<file path="src/pte_pkg.sv">
// Shared types and constants of the piece table edit engine.
// No dependencies.
package pte_pkg;

  localparam int unsigned OP_W     = 3;
  localparam int unsigned POS_W    = 14;
  localparam int unsigned CHAR_W   = 8;
  localparam int unsigned CNT_W    = 7;
  localparam int unsigned READ_MAX = 64;

  typedef enum logic [OP_W-1:0] {
    OP_CLEAR  = 3'd0,
    OP_LOAD   = 3'd1,
    OP_INSERT = 3'd2,
    OP_DELETE = 3'd3,
    OP_READ   = 3'd4
  } op_e;

  // Per-cell controls: clear wins over shift, shift over load.
  typedef struct packed {
    logic clear;
    logic shift;
    logic load;
  } cell_ctl_t;

endpackage

</file>
<file path="src/pte_cell.sv">
// One slot of the piece chain: source, offset and length of one piece.
// Depends on pte_pkg for the control struct.
module pte_cell #(
  parameter int unsigned OffW = 12,
  parameter int unsigned LenW = 13
) (
  input  logic                  clk_i,
  input  logic                  rst_ni,
  input  pte_pkg::cell_ctl_t    ctl_i,
  input  logic                  shift_src_i,
  input  logic [OffW-1:0]       shift_off_i,
  input  logic [LenW-1:0]       shift_len_i,
  input  logic [LenW-1:0]       load_len_i,
  output logic                  src_o,
  output logic [OffW-1:0]       off_o,
  output logic [LenW-1:0]       len_o
);

  logic            src_q;
  logic [OffW-1:0] off_q;
  logic [LenW-1:0] len_q;

  always_ff @(posedge clk_i or negedge rst_ni) begin
    if (!rst_ni) begin
      src_q <= 1'b0;
      off_q <= '0;
      len_q <= '0;
    end else if (ctl_i.clear) begin
      src_q <= 1'b0;
      off_q <= '0;
      len_q <= '0;
    end else if (ctl_i.shift) begin
      src_q <= shift_src_i;
      off_q <= shift_off_i;
      len_q <= shift_len_i;
    end else if (ctl_i.load) begin
      // load of original text: the piece always covers all original bytes loaded so far
      src_q <= 1'b0;
      off_q <= '0;
      len_q <= load_len_i;
    end
  end

  assign src_o = src_q;
  assign off_o = off_q;
  assign len_o = len_q;

endmodule

</file>
<file path="config.mk">
export PLATFORM = sky130hd
export DESIGN_NAME = pte_cell
export DESIGN_NICKNAME = d
export VERILOG_FILES = /design/src/pte_pkg.sv /design/src/pte_cell.sv
export SDC_FILE = /design/constraint.sdc
export NUM_CORES = 1
export LEC_CHECK = 0
export BUFFER_PORTS_ARGS = -buffer_cell sky130_fd_sc_hd__buf_2
export CAP_MARGIN = 20
export CELL_PAD_IN_SITES_DETAIL_PLACEMENT = 1
export CELL_PAD_IN_SITES_GLOBAL_PLACEMENT = 1
export CORE_MARGIN = 8
export CORE_UTILIZATION = 33
export CTS_BUF_LIST = sky130_fd_sc_hd__clkbuf_4
export CTS_CLUSTER_DIAMETER = 100
export DETAILED_ROUTE_END_ITERATION = 16
export GPL_TIMING_DRIVEN = 0
export MAX_ROUTING_LAYER = met4
export PLACE_DENSITY_LB_ADDON = 0.1
export SLEW_MARGIN = 20
export SYNTH_ARGS = -nofsm -noshare
export SYNTH_HDL_FRONTEND = slang
export SYNTH_SLANG_ARGS = --single-unit
</file>
<file path="constraint.sdc">
create_clock -name clk_i -period 1.1 [get_ports clk_i]
set_input_delay 0.22 -clock clk_i [delete_from_list [all_inputs] [get_ports clk_i]]
set_output_delay 0.22 -clock clk_i [all_outputs]
set_load 0.02 [all_outputs]
</file>
==> flow_summary.toml <==
[outcome]
status = "finished, final reports clean"

[logic_synthesis]
synth_area_leaders = "dfrtp_1, mux2i_1, or3b_1"
yosysTopAreaCellShare_pct = 50.58
yosysTopAreaCell = "dfrtp_1"
syn_inst = 116
ys_types = 12
syn_nets = 160
netlist_area_um2 = 1286
yosysSeqAreaShare_pct = 50.58
synth_seq_cells = 26
ys_warn_count = 0
avgSynthCellArea_um2 = 11.09

[routing]
m1WireLength_um = 1679
route.detailed.drc = 0
routed_via_density = 4.877
vias = 1146
met2_length_um = 1914
routed_wirelength_um = 3799
routedWlPerCell_um = 16.17
top_layer = "met4"
ant_nets = 0
first_pass_iters = 4
wl_met3_um = 190
drt-initial-drc-count = 14

[min_path]
hold_class = "in2reg"

[final_layout]
final_nets = 233
layout-drive-gt1-share_pct = 45.45
syn2layout_area_growth_pct = 45.91
layout_commonest_cell = "buf_2"
finalInstanceArea_um2 = 1877
final_cell_mix = "buf_2, buf_6, dfrtp_1"
final_core_util_pct = 50.51
diodes = 0

[cts]
numCtsBuffers = 3
clkLatencyLatePin_ns = 0.31
cts.sinks = 26
cts_root_buffer = "clkbuf_4"
post_cts_buffers = 0
cts_tree = "yes"
htree_num_levels = 1
clk_pin_slew_ns = 0.14
clk_path_buf_depth = 2

[setup_path]
path_class = "reg2out"
arrival_ns = 0.88
path_buf_inv = 1
ff2ff_setup_slack_ns = 0.11
critPathRequiredTime_ns = 0.88
critPathMaxStageDelay_ns = 0.43
critPathCaptureType = "output pin"
critPathTopFamily = "flip-flops"
crit_path_start_kind = "flip-flop"
crit_slowest_cell = "dfrtp_1"
cp_cell_sequence = "buf_6"
path_max_fanout = 2

[timing]
slew_headroom_pct = 61.29
setup_viol = 0
tightestPinTransition_ns = 0.5807
setup_tns_ns = 0
rsz0062_at_grt = "yes"
fmax_mhz = 910.3
fin_crit_sh_pct = 99.87
fin_crit_ns = 1.099
hold_viol_final = 0
skew_ns = 0
report.final.slew_viol_count = 0

[grt]
grt_overflow = 0
grt_pass1_wl_um = 6368
grt_pass1_vias = 1290
antenna_found_initial = 0
grt_use_total_pct = 12.78
grt_start_max_net_pins = 27

[pwr]
power.switching_uw = 555.9
pwr-share-comb_pct = 25.3
p_int_uw = 1386
p_seq_share_pct = 54.2
peakVddDrop_uv = 439.1
pwr-share-clk_pct = 20.4
power.static_leakage_uw = 0.0009064
power_density_nw_per_um2 = 1035
p_sw_share_pct = 28.62

[place]
placement.io_buffers = 67
place.gp.congestion = 0.6990
dpl-instance-area_um2 = 1682
hpwl_um = 2958

[floorplan]
core_um2 = 3716
dieWidth_um = 78.43
start_util_pct = 34.61
die-area_um2 = 6151
row_count = 22
die_h_um = 78.43
pin_count = 70

[flow_run]
drv_cap = 0
==> power by group through the flow <==
stage | registers, uW | logic, uW | clock network, uW
finish | 1050 | 492 | 397
floorplan | 1130 | 166 | 0
CTS | 1050 | 489 | 418
detailed placement | 1060 | 433 | 0
global route | 1060 | 532 | 449
global placement | 1050 | 425 | 0
==> flip-flops by register name, indices dropped and copies added, names as in the netlist <==
name / count
len_o: 13
off_o: 12
src_o: 1
==> per-stage QoR <==
| stage | power (uW) | std cells | worst slack (ns) | hold slack [ns] |
|---|---|---|---|---|
| final | 1942 | 235 | 0.001472 | 0.1336 |
| after floorplan | 1293 | 116 | 0.09188 | -0.07559 |
| after global routing | 2044 | 235 | -0.03970 | 0.1261 |
| after global placement | 1480 | 231 | -0.1564 | 0.2627 |
| after CTS | 1959 | 235 | -0.01812 | 0.1235 |
| after detailed placement | 1491 | 231 | -0.2051 | 0.2581 |
==> path summary, 6_finish.rpt <==
kind                                        from               endpoint  cells past startpoint
setup / recovery            off_o[4]$_DFFE_PN0P_               off_o[4]                      1
hold / removal                    shift_off_i[7]   off_o[7]$_DFFE_PN0P_                      3
setup reg to reg            off_o[0]$_DFFE_PN0P_   off_o[0]$_DFFE_PN0P_                      2
hold reg to reg            len_o[10]$_DFFE_PN0P_  len_o[10]$_DFFE_PN0P_                      2
max in group asynchronous                 rst_ni   len_o[6]$_DFFE_PN0P_                      2
min in group asynchronous                 rst_ni   off_o[1]$_DFFE_PN0P_                      2
==> layer usage <==
layer  vias up  track usage, %
li1        549               -
met1       561           15.62
met2        34           21.13
met3         2           3.075
met4         0           2.222
met5         -               -
==> kinds of logic after synthesis <==
family | Yosys count | synth area share (%)
AO/OA/AOI/OAI | 26 | 14.69
AND/OR/NAND/NOR | 39 | 18.97
buffers and inverters | 12 | 5.641
multiplexers | 13 | 10.12
flip-flops | 26 | 50.58
==> Yosys cell counts <==
| library cell | count |
|---|---|
| or3b_1 | 13 |
| dfrtp_1 | 26 |
| inv_2 | 1 |
| buf_2 | 4 |
| clkbuf_1 | 4 |
| buf_6 | 3 |
| nand2_1 | 13 |
| a21oi_2 | 7 |
| mux2i_1 | 13 |
| a211oi_1 | 13 |
| a21oi_1 | 6 |
| nor2b_1 | 13 |
==> area by class of cell <==
type | instances | area (um2)
fillers | 444 | 1839
flip-flops and latches | 26 | 650.6
multi-input cells | 78 | 563.0
repair buffers | 68 | 508.0
plain buffers | 11 | 68.82
well taps | 48 | 60.06
clock buffers | 3 | 22.52
inverters | 1 | 3.754
==> repair_timing <==
item | CTS | global route
hold buffers | 1 | 0
hold endpoints to repair | 26 | 0
resized for setup | 42 | 10
setup endpoints to repair | 21 | 26
Power figures use the tool's default switching activity.
